File: src/rtl/cfs_pkg.sv
// Shared types and constants for the catapult feed sequencer.
`default_nettype none

package cfs_pkg;

    localparam logic [2:0] PH_REST     = 3'd0;
    localparam logic [2:0] PH_COCKING  = 3'd1;
    localparam logic [2:0] PH_HELD     = 3'd2;
    localparam logic [2:0] PH_FIRING   = 3'd3;
    localparam logic [2:0] PH_OVERRIDE = 3'd4;

    localparam logic [1:0] MODE_MANUAL = 2'd0;
    localparam logic [1:0] MODE_FEED   = 2'd1;
    localparam logic [1:0] MODE_FIRE   = 2'd2;

    localparam logic [7:0] FULL_FWD = 8'h7F;  // +127
    localparam logic [7:0] FULL_REV = 8'h81;  // -127
    localparam logic [7:0] DRIVE_OFF = 8'h00;

    localparam logic [1:0] CFG_FIRE_DURATION = 2'd0;
    localparam logic [1:0] CFG_FIRE_DELAY    = 2'd1;
    localparam logic [1:0] CFG_HOLD_SPEED    = 2'd2;

    localparam logic [15:0] FIRE_DURATION_RST = 16'd750;
    localparam logic [15:0] FIRE_DELAY_RST    = 16'd500;
    localparam logic [7:0]  HOLD_SPEED_RST    = 8'd15;

    // button bit positions
    localparam int BTN_FIRE      = 0;
    localparam int BTN_OVERRIDE  = 1;
    localparam int BTN_REVERSE   = 2;
    localparam int BTN_FEED_FWD  = 3;
    localparam int BTN_FEED_REV  = 4;
    localparam int BTN_LATCH     = 5;
    localparam int BTN_CANCEL    = 6;
    localparam int BTN_AUTOFIRE  = 7;
    localparam int BTN_AUTOFEED  = 8;
    localparam int BTN_STOP_A    = 9;
    localparam int BTN_STOP_B    = 10;

    typedef struct packed {
        logic [15:0] fire_duration;
        logic [15:0] fire_delay;
        logic [7:0]  hold_speed;
    } cfg_t;

    typedef struct packed {
        logic [2:0]  phase;
        logic [1:0]  mode;
        logic        latched_feed;
        logic        ball_seen;
        logic [15:0] fire_timer;
        logic [15:0] top_timer;
        logic [7:0]  catapult_level;
        logic [7:0]  feed_level;
    } state_t;

    typedef struct packed {
        logic [7:0] catapult_drive;
        logic [7:0] feed_drive;
        logic [2:0] catapult_phase;
        logic [1:0] active_mode;
    } result_t;

endpackage

`default_nettype wire

File: src/rtl/cfs_tick.sv
// Next-state logic for one control-loop tick.
`default_nettype none

module cfs_tick (
    input  cfs_pkg::state_t cur,
    input  cfs_pkg::cfg_t   cfg,
    input  logic [10:0]     buttons,
    input  logic            catapult_switch,
    input  logic            feed_switch,
    input  logic [7:0]      elapsed_ms,
    output cfs_pkg::state_t nxt
);
    import cfs_pkg::*;

    logic [16:0] fire_sum;
    logic [16:0] top_sum;
    logic [15:0] ft;
    logic [15:0] tt;

    assign fire_sum = {1'b0, cur.fire_timer} + {9'd0, elapsed_ms};
    assign top_sum  = {1'b0, cur.top_timer} + {9'd0, elapsed_ms};
    assign ft = fire_sum[16] ? 16'hFFFF : fire_sum[15:0];
    assign tt = top_sum[16] ? 16'hFFFF : top_sum[15:0];

    always_comb
    begin
        nxt = cur;
        nxt.fire_timer = ft;
        nxt.top_timer  = tt;

        unique case (cur.mode)
            MODE_MANUAL:
            begin
                // most ticks take none of these transitions
                if (cur.phase == PH_REST && buttons[BTN_FIRE])
                begin
                    nxt.phase = PH_COCKING;
                    nxt.catapult_level = FULL_FWD;
                end
                else if (cur.phase == PH_COCKING && !catapult_switch)
                begin
                    nxt.phase = PH_HELD;
                    nxt.catapult_level = cfg.hold_speed;
                end
                else if (cur.phase == PH_HELD && buttons[BTN_FIRE])
                begin
                    nxt.phase = PH_FIRING;
                    nxt.fire_timer = 16'd0;
                    nxt.catapult_level = FULL_FWD;
                end
                else if (cur.phase == PH_FIRING && ft > cfg.fire_duration)
                begin
                    nxt.phase = PH_REST;
                    nxt.catapult_level = DRIVE_OFF;
                end
                else if (cur.phase == PH_OVERRIDE && !buttons[BTN_OVERRIDE])
                begin
                    nxt.phase = PH_HELD;
                    nxt.catapult_level = cfg.hold_speed;
                end
                if (buttons[BTN_OVERRIDE])
                begin
                    nxt.phase = PH_OVERRIDE;
                    nxt.catapult_level = buttons[BTN_REVERSE] ? FULL_REV : FULL_FWD;
                end

                if (!cur.latched_feed)
                begin
                    priority if (buttons[BTN_FEED_FWD])
                        nxt.feed_level = FULL_FWD;
                    else if (buttons[BTN_FEED_REV])
                        nxt.feed_level = FULL_REV;
                    else if (buttons[BTN_LATCH])
                    begin
                        nxt.latched_feed = 1'b1;
                        nxt.feed_level = FULL_FWD;
                    end
                    else
                        nxt.feed_level = DRIVE_OFF;
                end
                else if (buttons[BTN_CANCEL] || buttons[BTN_FEED_FWD]
                         || buttons[BTN_FEED_REV])
                begin
                    nxt.latched_feed = 1'b0;
                end

                if (buttons[BTN_AUTOFIRE])
                    nxt.mode = MODE_FIRE;
                else if (buttons[BTN_AUTOFEED])
                    nxt.mode = MODE_FEED;
            end
            MODE_FIRE:
            begin
                nxt.feed_level = (!feed_switch && catapult_switch) ? DRIVE_OFF : FULL_FWD;
                if (!feed_switch)
                begin
                    nxt.top_timer = 16'd0;
                    nxt.ball_seen = 1'b1;
                end
                // top_timer is only compared when the ball is not at the top
                priority if (catapult_switch)
                    nxt.catapult_level = FULL_FWD;
                else if (feed_switch && tt > cfg.fire_delay && cur.ball_seen)
                begin
                    nxt.feed_level = DRIVE_OFF;
                    nxt.catapult_level = FULL_FWD;
                    nxt.phase = PH_FIRING;
                    nxt.mode = MODE_MANUAL;
                    nxt.ball_seen = 1'b0;
                    nxt.fire_timer = 16'd0;
                end
                else
                    nxt.catapult_level = cfg.hold_speed;
            end
            default:
            begin
                // auto feed to top; unknown codes behave the same
                if (feed_switch)
                    nxt.feed_level = FULL_FWD;
                else
                begin
                    nxt.feed_level = DRIVE_OFF;
                    nxt.mode = MODE_MANUAL;
                end
            end
        endcase

        if (buttons[BTN_STOP_A] && buttons[BTN_STOP_B])
        begin
            nxt.catapult_level = cfg.hold_speed;
            nxt.feed_level = DRIVE_OFF;
            nxt.mode = MODE_MANUAL;
            nxt.phase = PH_HELD;
        end
    end

endmodule

`default_nettype wire

File: src/rtl/cfs_out_buf.sv
// Two-entry result buffer between the tick logic and the output channel.
`default_nettype none

module cfs_out_buf (
    input  logic             clk,
    input  logic             rst_n,
    input  logic             push,
    input  cfs_pkg::result_t push_data,
    output logic             full,
    output logic             out_valid,
    input  logic             out_stall,
    output cfs_pkg::result_t head
);
    import cfs_pkg::*;

    result_t    slot0_reg;
    result_t    slot0_next;
    result_t    slot1_reg;
    result_t    slot1_next;
    logic [1:0] count_reg;
    logic [1:0] count_next;
    logic       pop;

    assign out_valid = (count_reg != 2'd0);
    assign full      = (count_reg == 2'd2);
    assign pop       = out_valid && !out_stall;
    assign head      = slot0_reg;

    always_comb
    begin
        slot0_next = slot0_reg;
        slot1_next = slot1_reg;
        count_next = count_reg;
        unique case ({push, pop})
            2'b10:
            begin
                if (count_reg == 2'd0)
                    slot0_next = push_data;
                else
                    slot1_next = push_data;
                count_next = count_reg + 2'd1;
            end
            2'b01:
            begin
                slot0_next = slot1_reg;
                count_next = count_reg - 2'd1;
            end
            2'b11:
            begin
                if (count_reg == 2'd1)
                    slot0_next = push_data;
                else
                begin
                    slot0_next = slot1_reg;
                    slot1_next = push_data;
                end
            end
            default:
            begin
                count_next = count_reg;
            end
        endcase
    end

    always_ff @(posedge clk or negedge rst_n)
    begin
        if (!rst_n)
            count_reg <= 2'd0;
        else
            count_reg <= count_next;
    end

    always_ff @(posedge clk)
    begin
        slot0_reg <= slot0_next;
        slot1_reg <= slot1_next;
    end

    a_no_overflow: assert property (@(posedge clk) disable iff (!rst_n)
        full |-> !push)
        else $error("push into full result buffer");

    a_count_track: assert property (@(posedge clk) disable iff (!rst_n)
        (push && !pop && count_reg == 2'd1) |=> full)
        else $error("result buffer count lost a request");

    a_head_hold: assert property (@(posedge clk) disable iff (!rst_n)
        (out_valid && out_stall) |=> (out_valid && $stable(head)))
        else $error("stalled head changed");

endmodule

`default_nettype wire

File: src/rtl/catapult_feed_sequencer.sv
// Top level of the catapult feed sequencer: state, config and output buffer.
// A request's result is registered into the output buffer at the edge that accepts it.
// Throughput: one request per cycle unless in_stall; the tick logic is a single combinational pass.
// A two-entry result buffer keeps input flowing while a result waits; input stalls
// only when both entries are held. Reset (rst_n low, async) clears all state,
// empties the buffer and loads the config registers with their default values.
`default_nettype none

module catapult_feed_sequencer (
    input  logic              clk,
    input  logic              rst_n,
    input  logic              cfg_valid,
    output logic              cfg_ready,
    input  logic [1:0]        cfg_index,
    input  logic [15:0]       cfg_data,
    input  logic              in_valid,
    output logic              in_stall,
    input  logic [10:0]       buttons,
    input  logic              catapult_switch,
    input  logic              feed_switch,
    input  logic [7:0]        elapsed_ms,
    output logic              out_valid,
    input  logic              out_stall,
    output logic signed [7:0] catapult_drive,
    output logic signed [7:0] feed_drive,
    output logic [2:0]        catapult_phase,
    output logic [1:0]        active_mode
);
    import cfs_pkg::*;

    cfg_t    cfg_reg;
    state_t  state_reg;
    state_t  state_next;
    result_t res;
    result_t head;
    logic    buf_full;
    logic    in_accept;

    assign cfg_ready = 1'b1;
    assign in_stall  = buf_full;
    assign in_accept = in_valid && !buf_full;

    always_ff @(posedge clk or negedge rst_n)
    begin
        if (!rst_n)
        begin
            cfg_reg.fire_duration <= FIRE_DURATION_RST;
            cfg_reg.fire_delay    <= FIRE_DELAY_RST;
            cfg_reg.hold_speed    <= HOLD_SPEED_RST;
        end
        else if (cfg_valid)
        begin
            unique case (cfg_index)
                CFG_FIRE_DURATION: cfg_reg.fire_duration <= cfg_data;
                CFG_FIRE_DELAY:    cfg_reg.fire_delay    <= cfg_data;
                CFG_HOLD_SPEED:    cfg_reg.hold_speed    <= cfg_data[7:0];
                default:           cfg_reg <= cfg_reg;
            endcase
        end
    end

    cfs_tick u_tick (
        .cur             (state_reg),
        .cfg             (cfg_reg),
        .buttons         (buttons),
        .catapult_switch (catapult_switch),
        .feed_switch     (feed_switch),
        .elapsed_ms      (elapsed_ms),
        .nxt             (state_next)
    );

    always_ff @(posedge clk or negedge rst_n)
    begin
        if (!rst_n)
        begin
            state_reg.phase          <= PH_REST;
            state_reg.mode           <= MODE_MANUAL;
            state_reg.latched_feed   <= 1'b0;
            state_reg.ball_seen      <= 1'b0;
            state_reg.fire_timer     <= 16'd0;
            state_reg.top_timer      <= 16'd0;
            state_reg.catapult_level <= DRIVE_OFF;
            state_reg.feed_level     <= DRIVE_OFF;
        end
        else if (in_accept)
            state_reg <= state_next;
    end

    assign res.catapult_drive = state_next.catapult_level;
    assign res.feed_drive     = state_next.feed_level;
    assign res.catapult_phase = state_next.phase;
    assign res.active_mode    = state_next.mode;

    cfs_out_buf u_out_buf (
        .clk       (clk),
        .rst_n     (rst_n),
        .push      (in_accept),
        .push_data (res),
        .full      (buf_full),
        .out_valid (out_valid),
        .out_stall (out_stall),
        .head      (head)
    );

    assign catapult_drive = $signed(head.catapult_drive);
    assign feed_drive     = $signed(head.feed_drive);
    assign catapult_phase = head.catapult_phase;
    assign active_mode    = head.active_mode;

    a_stop_pair: assert property (@(posedge clk) disable iff (!rst_n)
        (in_accept && buttons[BTN_STOP_A] && buttons[BTN_STOP_B])
        |=> (state_reg.phase == PH_HELD && state_reg.mode == MODE_MANUAL
             && state_reg.feed_level == DRIVE_OFF))
        else $error("stop pair did not force held/manual");

    a_timer_sat: assert property (@(posedge clk) disable iff (!rst_n)
        in_accept |=> (state_reg.top_timer >= $past(state_reg.top_timer)
                       || state_reg.top_timer == 16'd0))
        else $error("top timer wrapped");

    a_state_hold: assert property (@(posedge clk) disable iff (!rst_n)
        !in_accept |=> $stable(state_reg))
        else $error("state changed without a request");

endmodule

`default_nettype wire
File: config.mk
export PLATFORM = sky130hd
export DESIGN_NAME = catapult_feed_sequencer
export DESIGN_NICKNAME = d
export VERILOG_FILES = /design/src/rtl/cfs_pkg.sv /design/src/rtl/cfs_tick.sv /design/src/rtl/cfs_out_buf.sv /design/src/rtl/catapult_feed_sequencer.sv
export SDC_FILE = /design/constraint.sdc
export NUM_CORES = 1
export LEC_CHECK = 0
export BUFFER_PORTS_ARGS = -buffer_cell sky130_fd_sc_hd__clkbuf_2
export CORE_MARGIN = 2
export CORE_UTILIZATION = 55
export DETAILED_ROUTE_END_ITERATION = 8
export PLACE_DENSITY = 0.74
export REMOVE_ABC_BUFFERS = 1
export SYNTH_ARGS = -nofsm -noshare
export SYNTH_HDL_FRONTEND = slang
export SYNTH_SLANG_ARGS = --single-unit
File: constraint.sdc
create_clock -name clk -period 10.05 [get_ports clk]
set_input_delay 1.005 -clock clk [delete_from_list [all_inputs] [get_ports clk]]
set_output_delay 1.005 -clock clk [all_outputs]
set_load 0.005 [all_outputs]
Word-level counts from Yosys, hierarchy flattened
Index checks and enable logic that the tools add are counted.
{ "classes": {"n_addsub": 4, "magnitude_cmp": 2, "n_eq_ne": 15, "n_mux": 57, "reduce_logical": 33} }
{ "op_table": {"columns": ["op", "count"], "rows": [
  ["16-bit 2-to-1 mux", 8],
  ["8-bit 2-to-1 mux", 14],
  ["21-bit 2-to-1 mux", 4],
  ["21-bit case mux with 3 select lines", 1],
  ["21-bit case mux with 2 select lines", 1],
  ["16-bit by 8-bit adder with 17-bit output", 2],
  ["17-bit 2-to-1 mux", 2],
  ["16-bit greater-than comparator", 2],
  ["16-bit case mux with 2 select lines", 1],
  ["8-bit case mux with 2 select lines", 2],
  ["7-bit 2-to-1 mux", 3],
  ["3-bit 2-to-1 mux", 6],
  ["5-bit 2-to-1 mux", 3],
  ["2-bit AND reduction", 6],
  ["1-bit logical AND", 11],
  ["2-bit == test (second input constant)", 5],
  ["2-bit case mux with 2 select lines", 2],
  ["2-bit by 1-bit == test with 1-bit output (second input constant)", 3],
  ["3-bit by 2-bit == test with 1-bit output (second input constant)", 2],
  ["2-bit logical NOT", 3],
  ["1-bit 2-to-1 mux", 6],
  ["2-bit 2-to-1 mux", 3],
  ["3-bit case mux with 2 select lines", 1],
  ["2-bit nonzero test", 3],
  ["other kinds (11)", 17]
]} }
{ "totals": {"register_bits": 139, "word_cells": 131} }

Depth between registers and ports, before layout
Gate-level depths: netlist of the first run.
{ "logic_depth": {"ltp_word": 13, "mapped_depth": 18, "mapped_depth_nobuf": 17} }

By module
A second synthesis of the first run with hierarchy kept.
{ "hier_totals": {"cells_unflattened": 807, "area_unflattened_um2": 8878.5} }
{ "modules_own_cells": {"columns": ["module", "n_inst", "cells_per_inst", "area_each_um2", "seq_area_each_um2"], "rows": [
  ["catapult_feed_sequencer", 1, 204, 3585.9, 2398.6],
  ["cfs_tick", 1, 463, 3101.7, 0.0],
  ["cfs_out_buf", 1, 140, 2190.9, 1311.3]
]} }

Worst setup path before layout of the first run
Ideal clock, no wire load.
{ "synth_timing": {"kind": "input to register", "start": "in elapsed_ms[0]", "end": "reg u_out_buf.slot1_reg[17] in the netlist's numbering (data pin)", "setup_time_ns": 0.272, "arrival_time_ns": 4.712, "t_required_ns": 9.778, "path_slack_ns": 5.066, "cell_stages": 17, "n_path_buf": 1, "path_cell_list": "ha_1 fa_1 a21o_1 a21oi_1 o21bai_1 a21oi_1 or3_1 clkbuf_1 o21ai_0 ha_1 a21oi_1 o21ai_0 a221oi_1 a31oi_4 or3_1 a221oi_1 o21ai_0"} }
{ "synth_rtl": {"columns": ["item", "line", "source"], "rows": [
  ["start, declared", "catapult_feed_sequencer.sv:21", "input logic [7:0] elapsed_ms,"],
  ["end signal, assigned", "cfs_out_buf.sv:76", "slot1_reg <= slot1_next;"],
  ["end, declared", "cfs_out_buf.sv:18", "result_t slot1_reg;"]
]} }

Worst setup path after layout of the first run
{ "layout_timing": {"start": "in elapsed_ms[0]", "end": "reg state_reg[47] in the netlist's numbering"} }
{ "layout_between": {"elab_chain_len": 8} }
{ "layout_rtl": {"columns": ["item", "line", "source"], "rows": [
  ["16-bit by 8-bit adder with 17-bit output", "cfs_tick.sv:21", "assign top_sum = {1'b0, cur.top_timer} + {9'd0, elapsed_ms};"],
  ["16-bit 2-to-1 mux", "cfs_tick.sv:23", "assign tt = top_sum[16] ? 16'hFFFF : top_sum[15:0];"],
  ["16-bit greater-than comparator", "cfs_tick.sv:103", "else if (feed_switch && tt > cfg.fire_delay && cur.ball_seen)"],
  ["1-bit logical AND (2 in a row)", "cfs_tick.sv:103", null],
  ["17-bit 2-to-1 mux", "cfs_tick.sv:103", null],
  ["17-bit 2-to-1 mux", "cfs_tick.sv:101", "priority if (catapult_switch)"],
  ["16-bit case mux with 2 select lines *", "cfs_tick.sv:31", "unique case (cur.mode)"],
  ["end signal, assigned", "catapult_feed_sequencer.sv:86", "state_reg <= state_next;"],
  ["end, declared", "catapult_feed_sequencer.sv:32", "state_t state_reg;"]
]} }
Mark *: on every way between the ends. The rest lies on a longest branch, timed or not.
A chain may end at the register's enable or synchronous reset.

==> results of run 1 <==
==> kinds of logic after synthesis <==
logic type	count (synthesis)
fa+ha+maj	56
compound gates	247
xor+xnor	17
mux	41
buf+inv	90
simple gates	243
other cells	1
flops	139
==> placed cells by master (no fill, tap or decap), types with 12 or more instances in the layout <==
cell       synthesis  layout
nor3_1            12      12
dfrtp_1           80      80
o21ai_0           69      68
dfstp_2           17      17
mux2_2            37      37
nand3_1           17      17
a21oi_1           49      48
clkbuf_2           0      65
ha_1              54      54
nand2_1           79      79
nor2_1            67      67
o31ai_1           13      13
clkbuf_16          0      17
edfxtp_1          42      42
nand4_1           14      14
inv_1             59      59
a22o_1            26      26
xnor2_1           14      14
==> through the flow <==
stage	instance area, µm²	hold slack, ns
after global placement	8723	0.4660
after CTS	9324	0.4895
after floorplan	8108	0.4464
after detailed placement	8723	0.4750
final	9324	0.4913
after global routing	9324	0.5044
==> worst reg2reg max path, cell delays in order (launching register included) <==
cell	delay [ns]
dfrtp_1	0.37
ha_1	0.21
fa_1	0.40
a21o_1	0.19
a21oi_1	0.23
o21bai_1	0.11
a21oi_1	0.30
nor2_1	0.20
nand3_1	0.15
mux2_2	0.34
ha_1	0.30
nand2_1	0.10
nor3_1	0.06
a221oi_1	0.58
a31o_2	0.33
nor2_4	0.07
nor2b_1	0.84
a31o_2	0.29
==> power by group <==
group          switching (W)  internal (W)  total, W
clock               0.000239      0.000409  0.000648
sequential          0.000131      0.000846  0.000977
combinational       0.000686      0.000482   0.00117
==> per-layer routing <==
layer  up-vias  wire [µm]
met5         -          0
met4         0        408
met3        27       1100
met2       234       8821
met1      3166       9126
li1       3180          -
==> layout make-up <==
type / instances / area [µm²] / area share
multi-input combinational: 605 / 4188 / 0.4491
sequential: 139 / 3710 / 0.3979
clock buffer: 25 / 485.5 / 0.05207
timing repair buffer: 71 / 370.4 / 0.03972
tap: 184 / 230.2 / 0.02469
inverter: 60 / 225.2 / 0.02415
clock inverter: 7 / 115.1 / 0.01235
==> worst paths after layout <==
path,cells after the start,from,to
hold reg to reg,1,state_reg[4],state_reg[4]
hold / removal,1,state_reg[4],state_reg[4]
setup / recovery,18,elapsed_ms[0],state_reg[47]
setup reg to reg,17,state_reg[16],state_reg[47]
max in group asynchronous,2,rst_n,cfg_reg[21]
min in group asynchronous,1,rst_n,state_reg[32]
==> out/summary.txt, run 1 <==
Status: finished clean
Synth cell count leaders: dfrtp_1, nand2_1, o21ai_0
Final Core Density: 0.6391
Fillers: 1187
Grt met1 use: 0.3524
TritonRoute pass-1 iters: 5
Post-route insts no fill: 1091
Clock root buffer master: clkbuf_16
Wire per inst: 17.83 µm
Pwr dens: 299.5 nW/µm²
GRT Util Overall: 0.2498
FF-to-FF setup slack: 4.92 ns
Antenna viol nets, final: 0
Crit share post-route: 0.5439
Post-synthesis instance total: 834
# setup viols final: 0
F_max: 0.1829 GHz
CTS Hold Buffers Added: 0
Via count: 6607
Vias in the first global route: 6250
Largest family of logic cells by synthesized area: compound AO/OA/AOI/OAI gates
# H-tree levels: 4
Syn. warnings: 0
Resize count post-CTS: 0
Drt total wl: 19460 µm
Synth Area in Simple Gates: 0.1393
Unrepaired setup endpoints after global routing: no
Max reg flops: 55
Complex-gate fraction of the synthesized area: 0.2065
Max cap viols: 0
TritonCTS Buffers: 17
CP top delay family: compound AO/OA/AOI/OAI gates
Yosys reg bits: 139
GRT met2 Usage: 0.3926
CTS tree: built
Synthesis-to-finish area growth: 13.22%
Worst-margin pin slew: 1.233 ns
Die width: 126.4 µm
Final nets: 994
Post-CTS Setup Bufs: 0
Gr ovfl total: 0
Area leader, netlist: dfrtp_1
Synth Flop Type: dfrtp_1
Grt met3 use: 0.04302
Crit path time final: 5.466 ns
Crit. End Element: flop
Share of layout cells above drive strength 1: 0.2018
Top cells by area, synth: dfrtp_1, edfxtp_1, ha_1, dfstp_2, mux2_2
Initial Util: 0.5645
Hpwl dp: 13930 µm
N_diodes: 0
Largest net degree at the start of global routing: 52
Bufs on Longest Clock Path: 2
Peak supply drop: 0.1478 mV
Post-synthesis adder-cell area fraction: 0.08690
Critical-path top delay cell: nor2b_1
Worst path cell trace: clkbuf_2 > ha_1 > fa_1 > a21o_1 > a21oi_1 > o21bai_1 > a21oi_1 > nor2_1 > nand3_1 > mux2_2 > ha_1 > nand2_1 > nor3_1 > a221oi_1 > a31o_2 > nor2_4 > nor2b_1 > a31o_2
Residual DRC: 0
Number of port buffers: 66
RD Place Congestion: 0.9176
Num ports: 68
Startpoint types: input pin
Worst hold path class: flop to flop
Die footprint: 15970 µm²
Critical Path Fanout Max: 13
Syn avg cell area: 9.875 µm²
Clock Latency Late Sink: 0.43 ns
Vias per cell: 6.056
Most numerous cell in the Yosys netlist: dfrtp_1
Power consumption: 0.002793 W
Async set or reset register ratio after synthesis: 0.6978
Leakage: 4.049 nW
Drt initial violations: 663
Global route hottest layer: met2
Arrival time worst endpoint: 5.83 ns
Row count: 44
Buffers & Inverters on Critical Path: 1
Slowest stage delay, CP: 0.84 ns
Number of enable-type register cells in the synthesized netlist: 42
Fin. Hold Viols: 0
Die height: 126.4 µm
Library cells used by synthesis: 75
Normalized max-slew margin: 0.1752
Skew final: 0.007356 ns
Yosys top cell area share: 0.2431
Mapped Area: 8235 µm²
CP required: 10.42 ns
Final Max Tran Viols: 0
Post-Synth XOR/XNOR Area: 0.01808
Setup TNS: 0 ns
Initial antenna violation count: 0
CTS Sinks: 139
DP Worst Slack: 4.299 ns
Sequential cell area fraction in the yosys report: 0.4505
Std-Cell Core Area: 14590 µm²
Crit path kind: input pin to flop
First-pass GRT wire length: 31620 µm
Placed Instances: 1059
Final worst slack: 4.584 ns
Mux contribution to synthesized area: 0.05545
Reg clk slew, reported paths: 0.06 ns
Power figures use the tool's default switching activity.
==> run 2, diff against run 1 <==
==> constraint.sdc (replaced) <==
create_clock -name clk -period 5.14 [get_ports clk]
set_input_delay 0.514 -clock clk [delete_from_list [all_inputs] [get_ports clk]]
set_output_delay 0.514 -clock clk [all_outputs]
set_load 0.005 [all_outputs]
==> run 2 against run 1 <==
Against the previous run:
- combinational power rose by 97%
- global-route usage is 0.068 points higher
- count of clock-buffer cells in the layout is 6 lower
- critical path depth did not move
- highest routed layer unchanged
- largest power group unchanged
- clock skew increased by 0.0018 ns
- register-to-register slack got worse by 4.6 ns
- flip-flop and latch count unchanged
- non-clock buffer count up 9
- final area is 0.58% higher
- final cell count is 0.82% higher
- worst hold slack lost 0.36 ns
==> out/summary.txt, run 2 (synthesis gave the netlist of run 1 again) <==
Status: finished clean
Antenna viol nets, final: 0 (unchanged)
Grt met3 use: 0.04766 (+0.004639)
Drt total wl: 19370 µm (-0.43%)
Largest net degree at the start of global routing: 53 (+1.9%)
Crit. End Element: flop
TritonRoute pass-1 iters: 5 (unchanged)
Initial Util: 0.5645 (unchanged)
Worst setup path start: state_reg[16]
Residual DRC: 0 (unchanged)
Vias per cell: 6.051 (about the same)
Net switching power: 0.002094 W (+98%)
Global route hottest layer: met2
Std-Cell Core Area: 14590 µm² (unchanged)
Die height: 126.4 µm (unchanged)
# H-tree levels: 4 (unchanged)
Crit share post-route: 0.9362
Vias in the first global route: 6211 (-0.62%)
Num ports: 68 (unchanged)
Normalized max-slew margin: 0.2489 (+0.07368)
CTS Hold Buffers Added: 0 (unchanged)
N_diodes: 0 (unchanged)
Sequential power share: 0.354 (+0.004)
# setup viols final: 0 (unchanged)
CTS tree: built
Final Max Tran Viols: 0 (unchanged)
Clock root buffer master: clkbuf_16
GRT met2 Usage: 0.4092 (+0.01667)
Row count: 44 (unchanged)
Arrival time worst endpoint: 5.10 ns (-0.73 ns)
Max reg flops: 55 (unchanged)
Pwr dens: 574.7 nW/µm² (+92%)
Crit path kind: flop to flop
Peak supply drop: 0.3683 mV (+150%)
Worst hold path class: input pin to async pin
Startpoint types: flop
Max cap viols: 0 (unchanged)
Bufs on Longest Clock Path: 2 (unchanged)
Hpwl dp: 13970 µm (+0.28%)
Most frequent cells in the layout: dfrtp_1, nand2_1, o21ai_0
Drt initial violations: 702 (+5.9%)
R2r startpoint: state_reg[16]
Sw Share: 0.3885 (+0.01051)
Power consumption: 0.005389 W (+93%)
Critical Path Fanout Max: 10 (-3)
Via count: 6656 (+0.74%)
Gr ovfl total: 0 (unchanged)
Skew final: 0.009111 ns (+0.001755 ns)
CTS Sinks: 139 (unchanged)
Fillers: 1164 (-1.9%)
F_max: 0.2078 GHz
RD Place Congestion: 0.9259 (+0.90%)
GRT Util Overall: 0.2504 (+0.0006818)
Hold Slack: 0.1318 ns (-0.3595 ns)
Number of port buffers: 66 (unchanged)
Crit path time final: 4.812 ns
Clock Latency Late Sink: 0.42 ns (about the same)
Die width: 126.4 µm (unchanged)
TritonCTS Buffers: 17 (unchanged)
Clock Power Share: 0.218 (-0.014)
Fin. Hold Viols: 0 (unchanged)
Final nets: 1003 (+0.91%)
FF-to-FF path depth: 18 (+1)
Leakage: 4.072 nW (+0.58%)
Wire per inst: 17.61 µm (-1.2%)
Grt met1 use: 0.3497 (-0.002649)
First-pass GRT wire length: 31890 µm (+0.85%)
Most common cell after layout, fill and taps aside: dfrtp_1
Comb pwr share: 0.428 (+0.010)
Synthesis-to-finish area growth: 13.87%
Share of layout cells above drive strength 1: 0.2194 (+0.01767)
Reg clk slew, reported paths: 0.06 ns (about the same)
Die footprint: 15970 µm² (unchanged)
Post-CTS Setup Bufs: 0 (unchanged)
Worst-margin pin slew: 1.127 ns (-0.1060 ns)
CP required: 5.43 ns (-4.99 ns)
Initial antenna violation count: 0 (unchanged)
Power Internal: 0.003296 W (+90%)
[run 2: worst max-delay path: stages (launching register included)]
cell	delay, ns
dfrtp_1	0.39
ha_1	0.21
fa_1	0.40
a21o_1	0.19
a21oi_1	0.23
o21bai_1	0.11
a21oi_1	0.29
nor2_1	0.19
nand3_1	0.14
mux2_2	0.34
ha_1	0.30
nand2_1	0.08
or4_1	0.52
a21o_1	0.21
a31oi_4	0.28
buf_4	0.23
o21ai_0	0.14
a31oi_2	0.23
a22o_1	0.17
[run 2: metal layers]
metal  part of all wire  up-vias  routed length (µm)
met5                  0        -                   0
met3              0.058       22                1118
li1                   -     3192                   -
met4              0.012        0                 240
met2               0.47      246                9053
met1               0.46     3196                8960
[run 2: path summary, 6_finish.rpt]
path | end | slack, ns
setup / recovery | u_out_buf.head[14] | 0.33
hold / removal | state_reg[27] | 0.13
setup reg to reg | u_out_buf.head[14] | 0.33
hold reg to reg | state_reg[4] | 0.49
max in group asynchronous | cfg_reg[11] | 3.92
min in group clk | cfg_reg[35] | 0.32
[run 2: power by group through the flow]
stage / sequential [W] / combinational (W) / clock (W)
after global placement: 0.00191 / 0.00221 / 0
final: 0.00191 / 0.00231 / 0.00117
after global routing: 0.00196 / 0.00259 / 0.00124
after floorplan: 0.00187 / 0.00165 / 0
after CTS: 0.00190 / 0.00229 / 0.00119
after detailed placement: 0.00192 / 0.00226 / 0
[run 2: stage by stage]
step / TNS, ns / setup slack, ns / instances / util / cell area, µm²
floorplan: 0 / 0.6042 / 804 / - / 8108
global placement: 0 / 0.01381 / 1068 / 0.6026 / 8791
detailed placement: 0 / 0.004594 / 1068 / 0.6026 / 8791
CTS: 0 / 0.2281 / 1100 / 0.6413 / 9355
global route: -0.01046 / -0.01046 / 1100 / 0.6428 / 9378
finish: 0 / 0.3278 / 1100 / 0.6428 / 9378
[run 2: area by class of cell]
cell class / count / area, µm² / area share
Multi-Input combinational cell: 605 / 4210 / 0.4490
Sequential cell: 139 / 3710 / 0.3956
Clock buffer: 19 / 442.9 / 0.04723
Timing Repair Buffer: 80 / 437.9 / 0.04670
Tap cell: 184 / 230.2 / 0.02455
Inverter: 60 / 225.2 / 0.02402
Clock inverter: 13 / 121.4 / 0.01294
[run 2: timing repair]
item                                    in CTS  in global routing
endpoints found under the setup margin       0                 20
endpoints found under the hold margin        0                  0
gates resized for setup                      0                  6
==> run 3, diff against run 2 <==
--- a/config.mk
+++ b/config.mk
@@ -5,11 +5,13 @@
 export SDC_FILE = /design/constraint.sdc
 export NUM_CORES = 1
 export LEC_CHECK = 0
+export ABC_AREA = 1
 export BUFFER_PORTS_ARGS = -buffer_cell sky130_fd_sc_hd__clkbuf_2
+export CAP_MARGIN = 0
 export CORE_MARGIN = 2
-export CORE_UTILIZATION = 55
+export CORE_UTILIZATION = 60
 export DETAILED_ROUTE_END_ITERATION = 8
-export PLACE_DENSITY = 0.74
+export PLACE_DENSITY = 0.8
 export REMOVE_ABC_BUFFERS = 1
 export SYNTH_ARGS = -nofsm -noshare
 export SYNTH_HDL_FRONTEND = slang
==> run 3 against run 2 <==
Against the previous run:
- power is 9.8% higher
- count of clock-buffer cells in the layout shrank 1
- routed wire length increased by 7.0%
- largest power group unchanged
==> out/summary.txt, run 3 <==
Status: finished clean
Reg clk slew, reported paths: 0.06 ns (about the same)
Fillers: 1136 (-2.4%)
Setup TNS: 0 ns (unchanged)
Max reg flops: 55 (unchanged)
Worst-margin pin slew: 1.044 ns (-0.08307 ns)
Most frequent cells in the layout: nand2_1, inv_1, o21ai_0
Row count: 43 (-2.3%)
Syn avg cell area: 7.875 µm² (-20%)
Bufs on Longest Clock Path: 2 (unchanged)
Drt total wl: 20730 µm (+7.0%)
Via count: 7395 (+11%)
Initial antenna violation count: 0 (unchanged)
Wire per inst: 15.48 µm (-12%)
Top cells by area, synth: dfrtp_1, edfxtp_1, nand2_1, ha_1, inv_1
Async set or reset register ratio after synthesis: 0.6978 (unchanged)
# setup viols final: 0 (unchanged)
CTS tree: built
Synthesis-to-finish area growth: 12.73%
Synth cell count leaders: nand2_1, inv_1, o21ai_0
Crit path time final: 4.066 ns (-0.7460 ns)
Worst hold path class: input pin to async pin
Hpwl dp: 14180 µm (+1.5%)
# H-tree levels: 4 (unchanged)
Initial Util: 0.6161 (+0.05160)
Multi-input logic area: 4094 µm² (-2.8%)
Crit path kind: flop to flop
Fin. Hold Viols: 0 (unchanged)
Area leader, netlist: dfrtp_1
Leakage: 5.036 nW (+24%)
Sequential Area: 3710 µm² (unchanged)
CP required: 5.32 ns (-0.11 ns)
F_max: 0.2459 GHz (+18%)
Std-Cell Core Area: 13880 µm² (-4.9%)
Clock Latency Late Sink: 0.43 ns (about the same)
Startpoint types: flop
Unrepaired setup endpoints after global routing: no
Critical Path Fanout Max: 13 (+3)
Num ports: 68 (unchanged)
First-pass GRT wire length: 34620 µm (+8.5%)
Post-CTS Setup Bufs: 0 (unchanged)
Vias in the first global route: 7226 (+16%)
Die footprint: 15220 µm² (-4.7%)
Max cap viols: 0 (unchanged)
Number of port buffers: 66 (unchanged)
CTS Hold Buffers Added: 0 (unchanged)
Gr ovfl total: 0 (unchanged)
Vias per cell: 5.523 (-8.7%)
Synth Flop Type: dfrtp_1
Share of layout cells above drive strength 1: 0.1605 (-0.05895)
Crit share post-route: 0.7911 (-0.1451)
RD Place Congestion: 0.9134 (-1.4%)
Arrival time worst endpoint: 4.25 ns (-0.85 ns)
TritonCTS Buffers: 17 (unchanged)
Pwr dens: 613.9 nW/µm² (+6.8%)
Crit. End Element: flop
Library cells used by synthesis: 50 (-33%)
Normalized max-slew margin: 0.3023 (+0.05343)
Yosys reg bits: 139 (unchanged)
Mapped Area: 8552 µm² (+3.8%)
Die height: 123.4 µm (-2.4%)
Final nets: 1246 (+24%)
N_diodes: 0 (unchanged)
Peak supply drop: 0.3338 mV (-9.4%)
Largest net degree at the start of global routing: 65 (+23%)
Residual DRC: 0 (unchanged)
Final Core Density: 0.6945 (+0.05172)
TritonRoute pass-1 iters: 8 (+3)
Most numerous cell in the Yosys netlist: nand2_1
Die width: 123.4 µm (-2.4%)
Clock root buffer master: clkbuf_16
Antenna viol nets, final: 0 (unchanged)
Most common cell after layout, fill and taps aside: nand2_1
Skew final: 0.007886 ns (-0.001225 ns)
GRT Util Overall: 0.2931 (+0.04269)
Final Max Tran Viols: 0 (unchanged)
Post-synthesis instance total: 1086 (+30%)
CTS Sinks: 139 (unchanged)
Yosys top cell area share: 0.2341 (-0.008998)
Drt initial violations: 833 (+19%)
Sequential cell area fraction in the yosys report: 0.4338 (-0.01667)
Syn. warnings: 0 (unchanged)
Resize count post-CTS: 0 (unchanged)
Number of enable-type register cells in the synthesized netlist: 42 (unchanged)
run 3: power by group:
| part | switching [W] | internal, W | leakage (nW) |
|---|---|---|---|
| logic | 0.00171 | 0.000971 | 3.13 |
| clock network | 0.000478 | 0.000853 | 0.303 |
| registers | 0.000239 | 0.00166 | 1.60 |
run 3: final timing paths:
path	start	to	slack [ns]	cells past startpoint
hold / removal	rst_n	state_reg[47]	0.20	1
min in group clk	buttons[3]	state_reg[49]	0.32	2
hold reg to reg	state_reg[2]	state_reg[2]	0.48	2
max in group asynchronous	rst_n	cfg_reg[16]	3.91	2
setup / recovery	state_reg[16]	u_out_buf.head[11]	1.07	25
setup reg to reg	state_reg[16]	u_out_buf.head[11]	1.07	25
run 3: critical path, stage by stage, from the launching register on:
cell,delay (ns)
dfrtp_1,0.40
ha_1,0.22
fa_1,0.38
nand2_1,0.09
inv_2,0.05
nand3_1,0.08
nand3_2,0.09
nand2_1,0.09
nand2_2,0.06
nand3_2,0.10
nor2_4,0.05
nand2_4,0.09
nand3_1,0.11
and2_1,0.18
ha_1,0.29
nand2_1,0.08
inv_1,0.07
nand3_1,0.08
nor3_1,0.16
nand2_1,0.08
nand2_1,0.11
nand4_2,0.13
nand3_1,0.40
nand3_1,0.23
nand3_1,0.14
nand2_1,0.07
run 3: routing by layer:
layer	up-vias	GRT usage	wire length, µm
met2	313	0.4725	9741
met3	55	0.05443	1455
met4	0	0.1179	590
li1	3622	-	-
met5	-	0	0
met1	3405	0.3916	8941
run 3: cells by family after synthesis:
| logic type | share of synthesized area |
|---|---|
| fa+ha+maj | 0.08369 |
| other cells | 0.0004385 |
| simple gates | 0.2715 |
| xor+xnor | 0.01229 |
| flops | 0.4338 |
| compound gates | 0.1100 |
| buf+inv | 0.08822 |
run 3: area by class of cell:
class | instances | area share
inverters | 156 | 0.06178
multi-input cells | 759 | 0.4247
repair buffers | 73 | 0.03997
clock buffers | 18 | 0.04452
well taps | 180 | 0.02336
clock inverters | 14 | 0.02090
flip-flops and latches | 139 | 0.3848
run 3: through the flow:
step	std cells	power [W]	instance area (µm²)	setup slack, ns	hold WS [ns]
2_1_floorplan	1054	0.003782	8393	0.05945	0.2184
3_3_place_gp	1307	0.004428	9010	1.114	0.4622
3_5_place_dp	1307	0.004526	9010	0.9955	0.4713
4_1_cts	1339	0.005899	9641	1.139	0.2304
5_1_grt	1339	0.006405	9641	0.6870	0.2880
6_report	1339	0.005918	9641	1.074	0.1985
